==> src/rpm_pkg.sv <==
// rpm_pkg: shared types, codes and constants for the relative pointer merger.
// No dependencies; imported by rpm_front, rpm_queue, rpm_back and the top level.
package rpm_pkg;

    localparam int SPEED_W     = 10;
    localparam int DELTA_W     = 16;
    localparam int POS_W       = 15;
    localparam int BTN_W       = 2;
    localparam int SRCIDX_W    = 2;
    localparam int MODE_W      = 2;
    localparam int IN_TDATA_W  = 40;
    localparam int IN_TUSER_W  = 4;
    localparam int OUT_TDATA_W = 40;
    localparam int OUT_TUSER_W = 1;

    // delta * speed: 16b signed x 11b signed, the value itself fits 26 bits
    localparam int MUL_W  = DELTA_W + SPEED_W + 1;
    localparam int PROD_W = 26;
    localparam int SUM_W  = PROD_W + 1;

    localparam logic [SPEED_W-1:0] SPEED_RESET = SPEED_W'(32);
    localparam logic [SPEED_W-1:0] SPEED_MAX   = SPEED_W'(512);
    localparam logic [POS_W-1:0]   POS_MAX     = POS_W'(32767);
    localparam logic [POS_W-1:0]   POS_RESET   = POS_W'(16383);

    localparam logic [MODE_W-1:0] MODE_ARRIVE = 2'd0;
    localparam logic [MODE_W-1:0] MODE_MOVE   = 2'd1;
    localparam logic [MODE_W-1:0] MODE_READ   = 2'd2;

    localparam logic KIND_EDGE = 1'b0;
    localparam logic KIND_READ = 1'b1;

    localparam int Q_DEPTH = 2;
    localparam int Q_PTR_W = 1;
    localparam int Q_CNT_W = 2;

    typedef enum logic [1:0] {
        OP_ARRIVE,
        OP_MOVE,
        OP_READ
    } t_op;

    typedef struct packed {
        t_op                        op;
        logic [SRCIDX_W-1:0]        src;
        logic                       nonzero;
        logic signed [PROD_W-1:0]   prod_x;
        logic signed [PROD_W-1:0]   prod_y;
        logic [BTN_W-1:0]           btn;
    } t_entry;

    typedef struct packed {
        logic                 any_present;
        logic                 moved_flag;
        logic [BTN_W-1:0]     merged_buttons;
        logic [POS_W-1:0]     pos_y;
        logic [POS_W-1:0]     pos_x;
    } t_reply;

    function automatic logic [POS_W-1:0] clamp_pos(input logic signed [SUM_W-1:0] v);
        logic [POS_W-1:0] r;
        if (v < 0) begin
            r = '0;
        end else if (v > $signed({{(SUM_W-POS_W){1'b0}}, POS_MAX})) begin
            r = POS_MAX;
        end else begin
            r = v[POS_W-1:0];
        end
        return r;
    endfunction

endpackage

==> src/relative_pointer_merger.sv <==
// relative_pointer_merger: top level that merges relative pointing sources into
// one clamped absolute position. Depends on rpm_pkg, rpm_front, rpm_queue, rpm_back.
//
//  channel   dir  handshake                      payload
//  s_axis    in   s_axis_tvalid/s_axis_tready    tdata: delta_x, delta_y, button_bits
//                                                tuser: mode, source
//  m_axis    out  m_axis_tvalid/m_axis_tready    tdata: pos_x, pos_y, merged_buttons,
//                                                moved_flag, any_present; tuser: kind
//  cfg       in   i_cfg_wr_en (no wait)          i_cfg_wr_data: speed
//
// One beat per cycle sustained while the queue is not full. The front scales
// the deltas by speed in the accept cycle, the beat sits in a two-entry queue,
// and the back applies it to the position (add and clamp) and button state
// as it leaves the queue. Reset is synchronous, active low, and needs no
// clearing pass. s_axis_tready drops only while the queue is full, i.e. after
// the result register has been stalled by m_axis_tready; beats that give no
// result keep draining during such a stall.
module relative_pointer_merger #(
    parameter int SOURCES = 2
) (
    input  logic                               i_clk,
    input  logic                               i_rst_n,
    // speed register write; zero ignored, above 512 saturates
    input  logic                               i_cfg_wr_en,
    input  logic [rpm_pkg::SPEED_W-1:0]        i_cfg_wr_data,
    input  logic                               s_axis_tvalid,
    output logic                               s_axis_tready,
    // [15:0] delta_x, [31:16] delta_y, [33:32] button_bits
    input  logic [rpm_pkg::IN_TDATA_W-1:0]     s_axis_tdata,
    // [1:0] mode, [3:2] source
    input  logic [rpm_pkg::IN_TUSER_W-1:0]     s_axis_tuser,
    output logic                               m_axis_tvalid,
    input  logic                               m_axis_tready,
    // [14:0] pos_x, [29:15] pos_y, [31:30] merged_buttons, [32] moved_flag,
    // [33] any_present, [39:34] zero
    output logic [rpm_pkg::OUT_TDATA_W-1:0]    m_axis_tdata,
    // [0] kind
    output logic [rpm_pkg::OUT_TUSER_W-1:0]    m_axis_tuser
);
    import rpm_pkg::*;

    // front -> queue
    logic   q_push;
    logic   q_full;
    t_entry q_in;
    // queue -> back
    logic   q_valid;
    logic   q_pop;
    t_entry q_out;

    rpm_front #(
        .SOURCES (SOURCES)
    ) u_front (
        .i_clk         (i_clk),
        .i_rst_n       (i_rst_n),
        .i_cfg_wr_en   (i_cfg_wr_en),
        .i_cfg_wr_data (i_cfg_wr_data),
        .s_axis_tvalid (s_axis_tvalid),
        .s_axis_tready (s_axis_tready),
        .s_axis_tdata  (s_axis_tdata),
        .s_axis_tuser  (s_axis_tuser),
        .i_q_full      (q_full),
        .o_push        (q_push),
        .o_entry       (q_in)
    );

    // decouples intake from result stalls
    rpm_queue u_queue (
        .i_clk   (i_clk),
        .i_rst_n (i_rst_n),
        .i_push  (q_push),
        .i_entry (q_in),
        .o_full  (q_full),
        .o_valid (q_valid),
        .i_pop   (q_pop),
        .o_entry (q_out)
    );

    rpm_back #(
        .SOURCES (SOURCES)
    ) u_back (
        .i_clk         (i_clk),
        .i_rst_n       (i_rst_n),
        .i_q_valid     (q_valid),
        .i_entry       (q_out),
        .o_pop         (q_pop),
        .m_axis_tvalid (m_axis_tvalid),
        .m_axis_tready (m_axis_tready),
        .m_axis_tdata  (m_axis_tdata),
        .m_axis_tuser  (m_axis_tuser)
    );

endmodule

==> src/rpm_front.sv <==
// rpm_front: input beat intake, classification, speed register and delta scaling.
// Depends on rpm_pkg; feeds rpm_queue.
module rpm_front #(
    parameter int SOURCES = 2
) (
    input  logic                               i_clk,
    input  logic                               i_rst_n,
    input  logic                               i_cfg_wr_en,
    input  logic [rpm_pkg::SPEED_W-1:0]        i_cfg_wr_data,
    input  logic                               s_axis_tvalid,
    output logic                               s_axis_tready,
    input  logic [rpm_pkg::IN_TDATA_W-1:0]     s_axis_tdata,
    input  logic [rpm_pkg::IN_TUSER_W-1:0]     s_axis_tuser,
    input  logic                               i_q_full,
    output logic                               o_push,
    output rpm_pkg::t_entry                    o_entry
);
    import rpm_pkg::*;

    logic [SPEED_W-1:0]        r_speed;
    logic [MODE_W-1:0]         mode;
    logic [SRCIDX_W-1:0]       src;
    logic signed [DELTA_W-1:0] dx;
    logic signed [DELTA_W-1:0] dy;
    logic signed [MUL_W-1:0]   mul_x;
    logic signed [MUL_W-1:0]   mul_y;
    logic                      src_ok;
    logic                      keep;

    always_ff @(posedge i_clk) begin
        if (!i_rst_n) begin
            r_speed <= SPEED_RESET;
        end else if (i_cfg_wr_en && (i_cfg_wr_data != '0)) begin
            r_speed <= (i_cfg_wr_data > SPEED_MAX) ? SPEED_MAX : i_cfg_wr_data;
        end
    end

    assign mode = s_axis_tuser[MODE_W-1:0];
    assign src  = s_axis_tuser[MODE_W +: SRCIDX_W];
    assign dx   = s_axis_tdata[DELTA_W-1:0];
    assign dy   = s_axis_tdata[DELTA_W +: DELTA_W];

    assign mul_x = dx * $signed({1'b0, r_speed});
    assign mul_y = dy * $signed({1'b0, r_speed});

    assign src_ok = (32'(src) < SOURCES);

    always_comb begin
        o_entry.src     = src;
        o_entry.nonzero = (dx != '0) || (dy != '0);
        o_entry.prod_x  = mul_x[PROD_W-1:0];
        o_entry.prod_y  = mul_y[PROD_W-1:0];
        o_entry.btn     = s_axis_tdata[2*DELTA_W +: BTN_W];
        o_entry.op      = OP_READ;
        keep            = 1'b0;
        unique case (mode)
            MODE_ARRIVE: begin
                o_entry.op = OP_ARRIVE;
                keep       = src_ok;
            end
            MODE_MOVE: begin
                o_entry.op = OP_MOVE;
                keep       = src_ok;
            end
            MODE_READ: begin
                o_entry.op = OP_READ;
                keep       = 1'b1;
            end
            default: begin
                keep = 1'b0;
            end
        endcase
    end

    // ignored beats are taken and dropped here
    assign s_axis_tready = !i_q_full;
    assign o_push        = s_axis_tvalid && s_axis_tready && keep;

endmodule

==> src/rpm_queue.sv <==
// rpm_queue: two-entry queue of classified operations between front and back.
// Depends on rpm_pkg.
module rpm_queue (
    input  logic             i_clk,
    input  logic             i_rst_n,
    input  logic             i_push,
    input  rpm_pkg::t_entry  i_entry,
    output logic             o_full,
    output logic             o_valid,
    input  logic             i_pop,
    output rpm_pkg::t_entry  o_entry
);
    import rpm_pkg::*;

    t_entry               r_mem [Q_DEPTH];
    logic [Q_PTR_W-1:0]   r_wr_ptr;
    logic [Q_PTR_W-1:0]   r_rd_ptr;
    logic [Q_CNT_W-1:0]   r_count;
    logic [Q_CNT_W-1:0]   n_count;
    logic                 do_pop;

    assign do_pop = i_pop && o_valid;

    always_comb begin
        n_count = r_count;
        if (i_push && !do_pop) begin
            n_count = r_count + Q_CNT_W'(1);
        end else if (do_pop && !i_push) begin
            n_count = r_count - Q_CNT_W'(1);
        end
    end

    always_ff @(posedge i_clk) begin
        if (i_push) begin
            r_mem[r_wr_ptr] <= i_entry;
        end
    end

    always_ff @(posedge i_clk) begin
        if (!i_rst_n) begin
            r_wr_ptr <= '0;
            r_rd_ptr <= '0;
            r_count  <= '0;
        end else begin
            if (i_push) begin
                r_wr_ptr <= r_wr_ptr + Q_PTR_W'(1);
            end
            if (do_pop) begin
                r_rd_ptr <= r_rd_ptr + Q_PTR_W'(1);
            end
            r_count <= n_count;
        end
    end

    assign o_full  = (r_count == Q_CNT_W'(Q_DEPTH));
    assign o_valid = (r_count != '0);
    assign o_entry = r_mem[r_rd_ptr];

endmodule

==> src/rpm_back.sv <==
// rpm_back: applies queued operations to position, button and presence state
// and drives the result register. Depends on rpm_pkg.
module rpm_back #(
    parameter int SOURCES = 2
) (
    input  logic                               i_clk,
    input  logic                               i_rst_n,
    input  logic                               i_q_valid,
    input  rpm_pkg::t_entry                    i_entry,
    output logic                               o_pop,
    output logic                               m_axis_tvalid,
    input  logic                               m_axis_tready,
    output logic [rpm_pkg::OUT_TDATA_W-1:0]    m_axis_tdata,
    output logic [rpm_pkg::OUT_TUSER_W-1:0]    m_axis_tuser
);
    import rpm_pkg::*;

    localparam int SRC_W = (SOURCES > 1) ? $clog2(SOURCES) : 1;

    logic [POS_W-1:0]  r_pos_x;
    logic [POS_W-1:0]  r_pos_y;
    logic [BTN_W-1:0]  r_held [SOURCES];
    logic [SOURCES-1:0] r_present;
    logic              r_changed;
    logic              r_out_valid;
    logic              r_out_kind;
    t_reply            r_out;

    logic [SRC_W-1:0]        sidx;
    logic signed [SUM_W-1:0] sum_x;
    logic signed [SUM_W-1:0] sum_y;
    logic [POS_W-1:0]        n_pos_x;
    logic [POS_W-1:0]        n_pos_y;
    logic                    btn_edge;
    logic [BTN_W-1:0]        merged_new;
    logic [BTN_W-1:0]        merged_now;
    logic                    any;
    logic                    emit;
    logic                    out_free;
    logic                    go;

    assign sidx = i_entry.src[SRC_W-1:0];

    assign sum_x = $signed({{(SUM_W-POS_W){1'b0}}, r_pos_x})
                 + $signed({i_entry.prod_x[PROD_W-1], i_entry.prod_x});
    assign sum_y = $signed({{(SUM_W-POS_W){1'b0}}, r_pos_y})
                 + $signed({i_entry.prod_y[PROD_W-1], i_entry.prod_y});

    assign n_pos_x = i_entry.nonzero ? clamp_pos(sum_x) : r_pos_x;
    assign n_pos_y = i_entry.nonzero ? clamp_pos(sum_y) : r_pos_y;

    assign btn_edge = (i_entry.op == OP_MOVE) && (i_entry.btn != r_held[sidx]);

    always_comb begin
        merged_new = '0;
        merged_now = '0;
        for (int i = 0; i < SOURCES; i++) begin
            merged_now = merged_now | r_held[i];
            merged_new = merged_new
                       | ((SRC_W'(i) == sidx) ? i_entry.btn : r_held[i]);
        end
    end

    assign any      = |r_present;
    assign emit     = (i_entry.op == OP_READ) || btn_edge;
    assign out_free = !r_out_valid || m_axis_tready;
    assign go       = i_q_valid && (out_free || !emit);
    assign o_pop    = go;

    always_ff @(posedge i_clk) begin
        if (!i_rst_n) begin
            r_pos_x     <= POS_RESET;
            r_pos_y     <= POS_RESET;
            r_present   <= '0;
            r_changed   <= 1'b0;
            r_out_valid <= 1'b0;
            for (int i = 0; i < SOURCES; i++) begin
                r_held[i] <= '0;
            end
        end else begin
            if (m_axis_tready) begin
                r_out_valid <= 1'b0;
            end
            if (go) begin
                unique case (i_entry.op)
                    OP_ARRIVE: begin
                        r_present[sidx] <= 1'b1;
                    end
                    OP_MOVE: begin
                        r_present[sidx] <= 1'b1;
                        r_pos_x         <= n_pos_x;
                        r_pos_y         <= n_pos_y;
                        if (i_entry.nonzero || btn_edge) begin
                            r_changed <= 1'b1;
                        end
                        if (btn_edge) begin
                            r_held[sidx]         <= i_entry.btn;
                            r_out_valid          <= 1'b1;
                            r_out_kind           <= KIND_EDGE;
                            r_out.pos_x          <= n_pos_x;
                            r_out.pos_y          <= n_pos_y;
                            r_out.merged_buttons <= merged_new;
                            r_out.moved_flag     <= 1'b1;
                            r_out.any_present    <= 1'b1;
                        end
                    end
                    OP_READ: begin
                        r_out_valid <= 1'b1;
                        r_out_kind  <= KIND_READ;
                        if (any) begin
                            r_out.pos_x          <= r_pos_x;
                            r_out.pos_y          <= r_pos_y;
                            r_out.merged_buttons <= merged_now;
                            r_out.moved_flag     <= r_changed;
                            r_out.any_present    <= 1'b1;
                            r_changed            <= 1'b0;
                        end else begin
                            r_out <= '0;
                        end
                    end
                    default: begin
                    end
                endcase
            end
        end
    end

    assign m_axis_tvalid = r_out_valid;
    assign m_axis_tuser  = r_out_kind;
    assign m_axis_tdata  = {{(OUT_TDATA_W - $bits(t_reply)){1'b0}}, r_out};

`ifndef SYNTH
    a_read_empty_zero: assert property (@(posedge i_clk) disable iff (!i_rst_n)
        (r_out_valid && r_out_kind == KIND_READ && !r_out.any_present)
        |-> (r_out.pos_x == '0 && r_out.pos_y == '0
             && r_out.merged_buttons == '0 && !r_out.moved_flag))
        else $error("read reply without source carries nonzero fields");

    a_edge_flags: assert property (@(posedge i_clk) disable iff (!i_rst_n)
        (r_out_valid && r_out_kind == KIND_EDGE)
        |-> (r_out.moved_flag && r_out.any_present && r_changed))
        else $error("button edge beat without moved/present flags");

    a_read_clears: assert property (@(posedge i_clk) disable iff (!i_rst_n)
        (go && i_entry.op == OP_READ && any) |=> !r_changed)
        else $error("moved flag not cleared by read");

    a_no_overwrite: assert property (@(posedge i_clk) disable iff (!i_rst_n)
        (r_out_valid && !m_axis_tready) |=> ($stable(r_out) && r_out_valid))
        else $error("pending result overwritten");
`endif

endmodule
==> config.mk <==
export PLATFORM = sky130hd
export DESIGN_NAME = relative_pointer_merger
export DESIGN_NICKNAME = d
export VERILOG_FILES = /design/src/rpm_pkg.sv /design/src/relative_pointer_merger.sv /design/src/rpm_front.sv /design/src/rpm_queue.sv /design/src/rpm_back.sv
export SDC_FILE = /design/constraint.sdc
export NUM_CORES = 1
export LEC_CHECK = 0
export ABC_AREA = 1
export BUFFER_PORTS_ARGS = -buffer_cell sky130_fd_sc_hd__buf_2
export CORE_MARGIN = 5
export CORE_UTILIZATION = 51
export CTS_BUF_LIST = sky130_fd_sc_hd__clkbuf_4
export CTS_CLUSTER_DIAMETER = 50
export CTS_CLUSTER_SIZE = 12
export DETAILED_ROUTE_END_ITERATION = 16
export PLACE_DENSITY_LB_ADDON = 0.2
export SLEW_MARGIN = 20
export SYNTH_ARGS = -nofsm -noshare
export SYNTH_HDL_FRONTEND = slang
export SYNTH_SLANG_ARGS = --single-unit
==> constraint.sdc <==
create_clock -name i_clk -period 7.5 [get_ports i_clk]
set_clock_uncertainty 0.1 [all_clocks]
set_input_delay 0.75 -clock i_clk [delete_from_list [all_inputs] [get_ports i_clk]]
set_output_delay 0.75 -clock i_clk [all_outputs]
set_load 0.03 [all_outputs]
==> results of run 1 <==
-- layout by cell type (no fill, tap or decap), drive strengths merged --
| cell type | Yosys | final |
|---|---|---|
| nand2 | 1083 | 1083 |
| inv | 683 | 686 |
| fa | 286 | 286 |
| edfxtp | 155 | 155 |
| ha | 149 | 149 |
| a21oi | 108 | 108 |
| buf | 26 | 107 |
| nor2 | 102 | 102 |
| nand3 | 78 | 78 |
| o21ai | 50 | 50 |
| dfxtp | 49 | 49 |
| xor2 | 47 | 47 |
| xnor2 | 41 | 41 |
| clkbuf | 88 | 32 |
| nor3 | 13 | 13 |
| nor4 | 11 | 11 |
| nand4 | 8 | 8 |
| conb | 1 | 6 |
| clkinv | 2 | 6 |
| a31oi | 5 | 5 |
| or2 | 5 | 5 |
| mux2i | 4 | 4 |
| and3 | 3 | 3 |
| o21a | 3 | 3 |
| nand3b | 3 | 3 |
| o211ai | 2 | 2 |
| a21o | 2 | 2 |
| a221o | 2 | 2 |
| bufinv | 0 | 2 |
| diode | 0 | 1 |
| a21boi | 1 | 1 |
| o31ai | 1 | 1 |
| a2111oi | 1 | 1 |
| o311ai | 1 | 1 |
| a31o | 1 | 1 |
| a211oi | 1 | 1 |
-- layer usage --
layer,global-route usage,part of all wire
met1,0.300,0.48
met2,0.332,0.45
met3,0.0239,0.058
met4,0.0297,0.011
met5,0,0.00068
-- cells in the mapped netlist, types with 4 or more instances --
cell,count
nand2_1,1041
inv_1,679
fa_1,286
edfxtp_1,155
ha_1,149
a21oi_1,108
nor2_1,91
clkbuf_1,88
nand3_1,74
dfxtp_1,49
xor2_1,47
xnor2_1,41
nand2_2,40
o21ai_0,40
nor3_1,11
nor4_1,11
buf_4,9
o21ai_1,9
buf_2,8
buf_6,8
nand4_1,8
nor2_4,7
a31oi_1,5
or2_2,5
nand3_2,4
-- stage by stage --
stage / util / std cells
2_1_floorplan: - / 3022
3_3_place_gp: 0.534 / 3613
3_5_place_dp: 0.534 / 3613
4_1_cts: 0.541 / 3654
5_1_grt: 0.541 / 3655
6_report: 0.541 / 3655
-- state kept, by name, indices dropped and copies added, names as in the netlist, named ones only --
signal and flops:
u_back.r_pos_y 15, u_back.m_axis_tdata 34, u_queue.r_count 2, u_queue.r_rd_ptr 1, u_front.r_speed 10, u_queue.r_wr_ptr 1
u_back.r_held 4, u_back.r_present 2, u_back.m_axis_tuser 1, u_back.r_changed 1, u_back.r_pos_x 15, u_back.m_axis_tvalid 1
u_queue.r_mem 116
-- area by class of cell --
| cell class | instances | area (um2) | area share |
|---|---|---|---|
| diodes | 1 | 2.50 | 0.000102 |
| well taps | 600 | 751 | 0.0305 |
| repair buffers | 107 | 581 | 0.0236 |
| clock inverters | 9 | 96.3 | 0.00391 |
| flip-flops and latches | 204 | 5640 | 0.229 |
| multi-input cells | 2017 | 14700 | 0.598 |
| clock buffers | 32 | 240 | 0.00976 |
| inverters | 685 | 2580 | 0.105 |
-- logic make-up (layout without fill, tap and decap cells) --
logic type,after synthesis,after routing
AO/OA/AOI/OAI,178,178
XOR/XNOR,88,88
adder cells (fa/ha/maj),435,435
buffers and inverters,801,833
flip-flops,204,204
multiplexers,4,4
other,1,7
AND/OR/NAND/NOR,1306,1306
-- power groups by stage --
stage | clock network, mW | registers (mW) | logic [mW]
floorplan | 0 | 1.80 | 3.47
global placement | 0 | 1.75 | 4.37
detailed placement | 0 | 1.75 | 4.44
CTS | 0.668 | 1.73 | 4.47
global route | 0.716 | 1.75 | 5.13
finish | 0.646 | 1.73 | 4.45
-- path summary, 6_finish.rpt --
path / start / to
min: s_axis_tdata[32] / u_queue.r_mem[0][0]
max reg2reg: u_front.r_speed[2] / u_queue.r_mem[0][53]
max: u_front.r_speed[2] / u_queue.r_mem[0][53]
min reg2reg: u_back.r_present[1] / u_back.r_present[1]
==> flow_summary.json, run 1 <==
{
  "run_status": "completed",
  "share_of_post_route_cells_with_drive_strength_above_1": 0.0730,
  "cts_tree": "yes",
  "total_power_mw": 6.83,
  "wirelength_um": 49900,
  "synthTopCellsByArea": "fa_1 24%, edfxtp_1 20%, nand2_1 17%",
  "post_synth_xor_area_fraction": 0.0329,
  "fmax_mhz": 159,
  "p_comb_frac": 0.652,
  "drt_pre_antenna_iters": 5,
  "worstPathBufferInverterCount": 4,
  "power_density_nw_per_um2": 277,
  "path_clk_slew_ps": 120,
  "cap_violations": 0,
  "cts-resized-gates": 0,
  "power_switching_share": 0.507,
  "critical-path-top-delay-family": "adder cells",
  "cp-end-kind": "flop",
  "first_global_vias": 18130,
  "cts_sinks": 204,
  "initial_core_util": 0.516,
  "fin_crit_ps": 6290,
  "standard_cell_core_area_um2": 45500,
  "pin_count": 102,
  "static-leakage-power_nw": 13.4,
  "synth-simple-area-share": 0.227,
  "worstRegToRegCells": 19,
  "synth_top_cell_area_share": 0.244,
  "min_path_cells": 1,
  "drt_iter0_drc": 1215,
  "required_worst_endpoint_ps": 7780,
  "detailed_place_hpwl_um": 40400,
  "rsz0062_at_grt": "no",
  "clock_latency_ps": 700,
  "drc_errors": 0,
  "grt_max_degree": 71,
  "grt_overflow_total": 0,
  "internal_power_mw": 3.36,
  "finalHoldViolCount": 0,
  "seq_power_share": 0.253,
  "numCtsBuffers": 23,
  "async_reset_ff_frac": 0,
  "timing.final.ws_setup_ps": 1210,
  "die_height_um": 224,
  "die_width_um": 224,
  "post_drt_wl_per_cell_um": 13.7,
  "areaGrowthSynthToFinish_pct": 4.92,
  "post_synth_instance_area_um2": 23500,
  "routabilityCongestion": 0.876,
  "timing.hold.ws_ps": 182,
  "slew_headroom": 0.260,
  "fin_tns_setup_ps": 0,
  "synth_mux_area_frac": 0.00203,
  "synth-compound-area-share": 0.0404,
  "critical_path.slowest_cell": "dfxtp_1",
  "cpPeakStageDelay_ps": 810,
  "ant_nets": 0,
  "final-max-slew-violation-count": 0,
  "worstPathArrival_ps": 6570,
  "worst_hold_check_path_type": "in -> reg",
  "placement_rows": 78,
  "globalRouteTotalUtil": 0.203,
  "cts.path.max_buffers": 3,
  "synth_enable_flop_cells": 155,
  "fillers": 4421,
  "r2r_slack_ps": 1210,
  "power.ir.vdd_worst_mv": 0.190,
  "share_clk_of_total_power": 0.095,
  "ctsHtreeMaxLevel": 1,
  "tightestPinTransition_ps": 1100,
  "setup_viol_count_final": 0,
  "yosys_register_bits": 204,
  "synth_top_cell_by_area": "fa_1",
  "startpoint_type": "flop",
  "postCtsSetupRepairBufs": 0,
  "stdcell_area_um2": 24600,
  "path_common_cell": "fa_1",
  "synthAdderAreaFrac": 0.324,
  "grt_first_pass_wirelength_um": 86700,
  "critical_path_peak_fanout": 17,
  "syn-instance-count": 3017,
  "detailroute.via_count": 18003,
  "synth_top_family_by_area": "adder cells",
  "power.switching_mw": 3.46,
  "ys.warnings.count": 0,
  "dpl-instance-area_um2": 24300,
  "critical_path.cell_chain": "buf_4 > nand2_1 > fa_1 > inv_1 > fa_1 > fa_1 > fa_1 > inv_1 > fa_1 > inv_1 > ha_1 > nand2_1 > nor4_1 > nand4_1 > nand3_1 > nand3_1 > nand2_1 > a31oi_1 > xor2_1",
  "path_class": "reg -> reg",
  "final.period_utilization": 0.839,
  "synth_flop_cell": "edfxtp_1",
  "postSynthAreaPerCell_um2": 7.77,
  "root_buffer": "clkbuf_4",
  "nNetsFinal": 3532,
  "synth.yosys.seq_area_share": 0.240,
  "drt-vias-per-instance": 4.93,
  "fp.dieArea_um2": 50400,
  "critical_path_depth": 19,
  "synth.distinct_cells": 51,
  "cts-hold-fix-buffers": 0,
  "portBuffers": 89,
  "grt_antenna_before_repair": 2,
  "pre_cts_slack_ps": 1260
}
No activity file was read; power rests on OpenSTA's default activity.
==> run 2, diff against run 1 <==
ABC_AREA = 0   (was 1)
clock period = 5.5 ns   (was 7.5 ns; I/O delays follow)
==> run 2 against run 1 <==
Effect of this change:
- global-route usage grew 0.091 points
- clock-buffer cell count grew 1
- sequential power grew 25%
- flip-flop and latch count is the same
- area after synthesis shrank 6.3%
- largest cell class unchanged
==> flow_summary.json, run 2 <==
{
  "die_height_um": 218,
  "synth-compound-area-share": 0.101,
  "wirelength_um": 48100,
  "mostFrequentLayoutCell": "inv_1",
  "synthTopCellsByArea": "fa_1 26%, edfxtp_1 21%, ha_1 8.5%",
  "timing.rr.end": "u_queue.r_mem[0][26]",
  "yosys_register_bits": 204,
  "dp.cells": 2962,
  "post_synth_instance_area_um2": 22000,
  "finish.cell_count_without_fillers": 3055,
  "drt_pre_antenna_iters": 5,
  "power_density_nw_per_um2": 294,
  "setup_viol_count_final": 0,
  "required_worst_endpoint_ps": 5840,
  "layout_common_cells": "388 x inv_1, 277 x fa_1, 246 x nand2_1",
  "path_class": "reg -> reg",
  "numCtsBuffers": 25,
  "seq_power_share": 0.291,
  "detailed_place_hpwl_um": 38900,
  "path_common_cell": "fa_1",
  "synth_mux_area_frac": 0.0314,
  "internal_power_mw": 4.30,
  "clock_latency_ps": 700,
  "final-max-slew-violation-count": 0,
  "share_of_post_route_cells_with_drive_strength_above_1": 0.195,
  "fillers": 3695,
  "first_global_vias": 16965,
  "tightestPinTransition_ps": 784,
  "post_drt_wl_per_cell_um": 15.8,
  "pre_cts_slack_ps": -357,
  "slew_headroom": 0.475,
  "hp-start": "i_cfg_wr_data[3]",
  "power_switching_share": 0.421,
  "worstPathBufferInverterCount": 5,
  "nNetsFinal": 2945,
  "root_buffer": "clkbuf_4",
  "async_reset_ff_frac": 0,
  "fp.dieArea_um2": 47300,
  "finalHoldViolCount": 0,
  "p_comb_frac": 0.589,
  "synth.cells.most_frequent": "394 x inv_1, 286 x fa_1, 249 x nand2_1",
  "grt_max_degree": 47,
  "cp-end-kind": "flop",
  "grt_first_pass_wirelength_um": 81400,
  "synth_top_family_by_area": "adder cells",
  "cts_sinks": 204,
  "initial_core_util": 0.512,
  "areaGrowthSynthToFinish_pct": 15.0,
  "pin_count": 102,
  "grt_overflow_total": 0,
  "detailroute.via_count": 16034,
  "r2r_slack_ps": 20,
  "power.switching_mw": 3.13,
  "ant_nets": 0,
  "postSynthAreaPerCell_um2": 9.86,
  "path_clk_slew_ps": 120,
  "standard_cell_core_area_um2": 42900,
  "synthAdderAreaFrac": 0.345,
  "grt_antenna_before_repair": 1,
  "globalRouteTotalUtil": 0.204,
  "syn-instance-count": 2228,
  "final.period_utilization": 0.996,
  "fin_crit_ps": 5480,
  "worst_hold_check_path_type": "in -> reg",
  "power.ir.vdd_worst_mv": 0.146,
  "regMostFlops": "u_queue.r_mem",
  "worstRegToRegCells": 20,
  "placement_rows": 76,
  "drt-vias-per-instance": 5.25,
  "synth.yosys.seq_area_share": 0.256,
  "ctsHtreeMaxLevel": 1,
  "post-synth-top-count-cell": "inv_1",
  "synth_top_cell_by_area": "fa_1",
  "drc_errors": 0,
  "cap_violations": 0,
  "share_clk_of_total_power": 0.120,
  "synth-simple-area-share": 0.143,
  "synth_enable_flop_cells": 155,
  "ys.warnings.count": 0,
  "fin_tns_setup_ps": 0,
  "die_width_um": 218,
  "cp-startpoint": "u_front.r_speed[5]",
  "crit_end": "u_queue.r_mem[0][26]",
  "cts.path.max_buffers": 3,
  "critical_path.cell_chain": "buf_12 > and2_4 > fa_1 > inv_2 > fa_1 > inv_2 > fa_1 > fa_1 > inv_1 > fa_1 > inv_2 > ha_4 > a21o_1 > a21oi_2 > a31oi_2 > a41o_1 > o211a_1 > a41o_1 > o41ai_2 > xnor2_1",
  "run_status": "completed",
  "static-leakage-power_nw": 11.5,
  "critical-path-top-delay-family": "adder cells",
  "fmax_mhz": 183,
  "r2r-start": "u_front.r_speed[5]",
  "largest_register_ffs": 116,
  "critical_path_peak_fanout": 6,
  "synth_flop_cell": "edfxtp_1",
  "startpoint_type": "flop",
  "routabilityCongestion": 0.859,
  "worstPathArrival_ps": 5820,
  "min_path_cells": 3,
  "portBuffers": 89,
  "synth_top_cell_area_share": 0.261,
  "cts_tree": "yes",
  "post_synth_xor_area_fraction": 0.0351,
  "drt_iter0_drc": 722,
  "cpPeakStageDelay_ps": 510,
  "rsz0062_at_grt": "yes",
  "critical_path.slowest_cell": "fa_1",
  "critical_path_depth": 20,
  "synth.distinct_cells": 79,
  "timing.final.ws_setup_ps": 21.4
}
## run 2: changes by cell type in the layout (fill, tap and decap cells not counted), moves of 21 or more
cell / change
a21oi_1: -48
and2_1: +157
buf_4: +159
inv_1: -291
mux2_2: +36
mux2i_1: +25
nand2_1: -795
nand2_2: -38
nand3_1: -46
nor2_1: -31
xor2_1: -21
## run 2: worst min-delay path by stage
stage                     endpoint  slack (ps)
6_report        u_front.r_speed[3]          80
5_1_grt         u_front.r_speed[3]          30
4_1_cts         u_front.r_speed[3]           3
3_5_place_dp      u_back.r_changed         410
3_3_place_gp   u_back.r_present[0]         390
2_1_floorplan  u_back.r_present[0]         370
## run 2: cell type report
class,count,area [um2],share of cell area
multi-input cells,1533,14900,0.590
clock inverters,12,106,0.00421
well taps,585,732,0.0290
diodes,1,2.50,0.0000990
clock buffers,33,248,0.00980
flip-flops and latches,204,5660,0.224
repair buffers,293,2120,0.0840
inverters,394,1480,0.0585
## run 2: cells by family (layout without fill, tap and decap cells)
kind of cell,Yosys count,in the layout
and+or+nand+nor,623,623
DFF,204,204
xor gates and xnor gates,88,88
adders and majority gates,435,435
buffers and inverters,496,732
muxes,64,64
other,1,7
AOI/OAI and AO/OA,317,317
## run 2: layer usage
metal / wire, um / global-route usage / vias up
met2: 22100 / 0.336 / 347
met5: 0 / 0 / -
li1: - / - / 7722
met4: 1300 / 0.0571 / 0
met3: 2560 / 0.0294 / 66
met1: 22200 / 0.285 / 7899
## run 2: worst register-to-register path: stages (launching register included)
cell and delay (ps):
dfxtp_4 380, buf_12 130, and2_4 130, fa_1 510, inv_2 40, fa_1 510, inv_2 40, fa_1 450
fa_1 490, inv_1 50, fa_1 490, inv_2 50, ha_4 230, a21o_1 160, a21oi_2 190, a31oi_2 140
a41o_1 210, o211a_1 240, a41o_1 210, o41ai_2 320, xnor2_1 150
## run 2: per-stage QoR
stage	cell area (um2)	power (mW)	hold WS, ps	utilization
global placement	24000	6.20	393	0.560
global route	25300	8.09	33.9	0.589
CTS	24700	7.31	2.91	0.577
detailed placement	24000	6.33	413	0.560
finish	25300	7.43	83.1	0.589
floorplan	22100	5.31	375	-
## run 2: power by group through the flow
stage / sequential [mW] / combinational, mW / clock [mW]
2_1_floorplan: 2.24 / 3.08 / 0
3_3_place_gp: 2.19 / 4.00 / 0
3_5_place_dp: 2.20 / 4.14 / 0
4_1_cts: 2.16 / 4.22 / 0.925
5_1_grt: 2.19 / 4.92 / 0.988
6_report: 2.16 / 4.37 / 0.888
## run 2: repair_timing
item	in CTS	in global routing
endpoints found under the hold margin	14	0
resized for setup	33	76
cloned	0	1
pin swaps	26	68
hold buffers	10	0
setup endpoints to repair	19	34
setup buffers	17	20
==> run 3, diff against run 2 <==
SYNTH_HIERARCHICAL = 1   (was default)
==> run 3 against run 2 <==
Effect of this change:
- sequential power is 3% higher
- first-iteration DRC count up 28%
- via count barely moved
- combinational power up 5.3%
- final area decreased by 0.16%
- fmax grew 0.12%
- worst setup slack improved by 6.8 ps
==> flow_summary.json, run 3 <==
{
  "path_class": "reg -> reg",
  "seq_power_share": 0.288,
  "detailed_place_hpwl_um": 39100,
  "share_of_post_route_cells_with_drive_strength_above_1": 0.191,
  "share_clk_of_total_power": 0.115,
  "final-max-slew-violation-count": 0,
  "detailroute.via_count": 16050,
  "critical_path.cell_chain": "clkbuf_16 > and2_1 > fa_1 > fa_1 > fa_1 > fa_1 > inv_1 > fa_1 > inv_1 > ha_4 > nand4_1 > o31ai_4 > a211oi_4 > a21oi_2 > nor4b_2 > or4_4",
  "final.period_utilization": 0.995,
  "areaGrowthSynthToFinish_pct": 13.9,
  "rsz0062_at_grt": "yes",
  "internal_power_mw": 4.45,
  "drt-vias-per-instance": 5.27,
  "postSynthAreaPerCell_um2": 9.89,
  "cts_tree": "yes",
  "worst_hold_check_path_type": "in -> reg",
  "root_buffer": "clkbuf_4",
  "cpPeakStageDelay_ps": 580,
  "pin_count": 102,
  "power_density_nw_per_um2": 305,
  "standard_cell_core_area_um2": 43000,
  "cp-end-kind": "flop",
  "grt_overflow_total": 0,
  "mostFrequentLayoutCell": "inv_1",
  "setup_viol_count_final": 0,
  "finalHoldViolCount": 0,
  "run_status": "completed",
  "post_synth_instance_area_um2": 22200,
  "first_global_vias": 16807,
  "p_comb_frac": 0.597,
  "drc_errors": 0,
  "initial_core_util": 0.515,
  "grt_first_pass_wirelength_um": 81100,
  "grt_max_degree": 36,
  "placement_rows": 76,
  "dp.cells": 2970,
  "critical-path-top-delay-family": "adder cells",
  "ant_nets": 0,
  "grt_antenna_before_repair": 2,
  "power.ir.vdd_worst_mv": 0.141,
  "numCtsBuffers": 24,
  "fp.dieArea_um2": 47700,
  "worstPathArrival_ps": 5770,
  "clock_latency_ps": 710,
  "drt_pre_antenna_iters": 5,
  "worstPathBufferInverterCount": 3,
  "syn-instance-count": 2239,
  "tightestPinTransition_ps": 1140,
  "die_height_um": 218,
  "timing.final.ws_setup_ps": 28.2,
  "layout_common_cells": "389 x inv_1, 278 x fa_1, 220 x nand2_1",
  "slew_headroom": 0.229,
  "portBuffers": 89,
  "startpoint_type": "flop",
  "fmax_mhz": 183,
  "wirelength_um": 48000,
  "globalRouteTotalUtil": 0.202,
  "required_worst_endpoint_ps": 5790,
  "largest_register_ffs": 116,
  "cts.path.max_buffers": 3,
  "ys.warnings.count": 6,
  "ctsHtreeMaxLevel": 1,
  "cts_sinks": 204,
  "cap_violations": 0,
  "critical_path.slowest_cell": "fa_1",
  "fin_crit_ps": 5470,
  "path_common_cell": "fa_1",
  "path_clk_slew_ps": 120,
  "pre_cts_slack_ps": -309,
  "post_drt_wl_per_cell_um": 15.8,
  "power.switching_mw": 3.26,
  "drt_iter0_drc": 923,
  "regMostFlops": "u_queue/r_mem",
  "power_switching_share": 0.423,
  "critical_path_peak_fanout": 6,
  "postLayoutCoreUtil": 0.587,
  "finish.cell_count_without_fillers": 3046,
  "nNetsFinal": 2937,
  "die_width_um": 218,
  "routabilityCongestion": 0.885,
  "static-leakage-power_nw": 11.6
}
[run 3: area by class of cell]
cell class / instances / area, um2
Clock inverter: 7 / 78.8
Timing Repair Buffer: 281 / 2110
Sequential cell: 204 / 5660
Inverter: 396 / 1490
Clock buffer: 37 / 278
Fill cell: 3742 / 17800
Multi-Input combinational cell: 1535 / 14900
Tap cell: 585 / 732
Antenna cell: 1 / 2.50
[run 3: metal layers]
layer / share of wire / track usage
met4: 0.017 / 0.0400
met1: 0.47 / 0.287
met2: 0.47 / 0.339
met5: 0.00027 / 0
met3: 0.050 / 0.0237
[run 3: metrics by stage]
stage	hold WS [ps]	power, mW	setup TNS [ps]	cell area (um2)
CTS	4.86	7.63	-32.8	24800
finish	82.6	7.71	0	25200
global placement	385	6.58	-1530	24200
global route	33.4	8.41	-1590	25200
detailed placement	405	6.69	-2970	24200
floorplan	367	5.54	-269	22200
[run 3: worst min-delay path: stages]
cell,delay [ps]
buf_2,150
nand2_1,70
a21boi_0,70
[run 3: repair_timing]
| item | in CTS | in global routing |
|---|---|---|
| hold endpoints to repair | 17 | 0 |
| pin swaps | 14 | 39 |
| resized for setup | 17 | 61 |
| cloned | 0 | 3 |
| buffers inserted | 5 | 11 |
| hold buffers | 13 | 0 |
| endpoints found under the setup margin | 12 | 28 |
[run 3: path summary, 6_finish.rpt]
kind / startpoint / to / slack [ps] / cells after the start
setup / recovery: u_front/r_speed[5] / u_queue/r_mem[0][53] / 30 / 16
hold / removal: i_cfg_wr_en / u_front/r_speed[9] / 80 / 3
setup reg to reg: u_front/r_speed[5] / u_queue/r_mem[0][53] / 30 / 16
hold reg to reg: u_queue/r_count[1] / u_queue/r_count[1] / 430 / 2
[run 3: power by group through the flow]
| stage | sequential, mW | combinational [mW] | clock (mW) |
|---|---|---|---|
| 2_1_floorplan | 2.28 | 3.26 | 0 |
| 3_3_place_gp | 2.24 | 4.33 | 0 |
| 3_5_place_dp | 2.26 | 4.43 | 0 |
| 4_1_cts | 2.22 | 4.48 | 0.927 |
| 5_1_grt | 2.24 | 5.18 | 0.985 |
| 6_report | 2.22 | 4.60 | 0.886 |
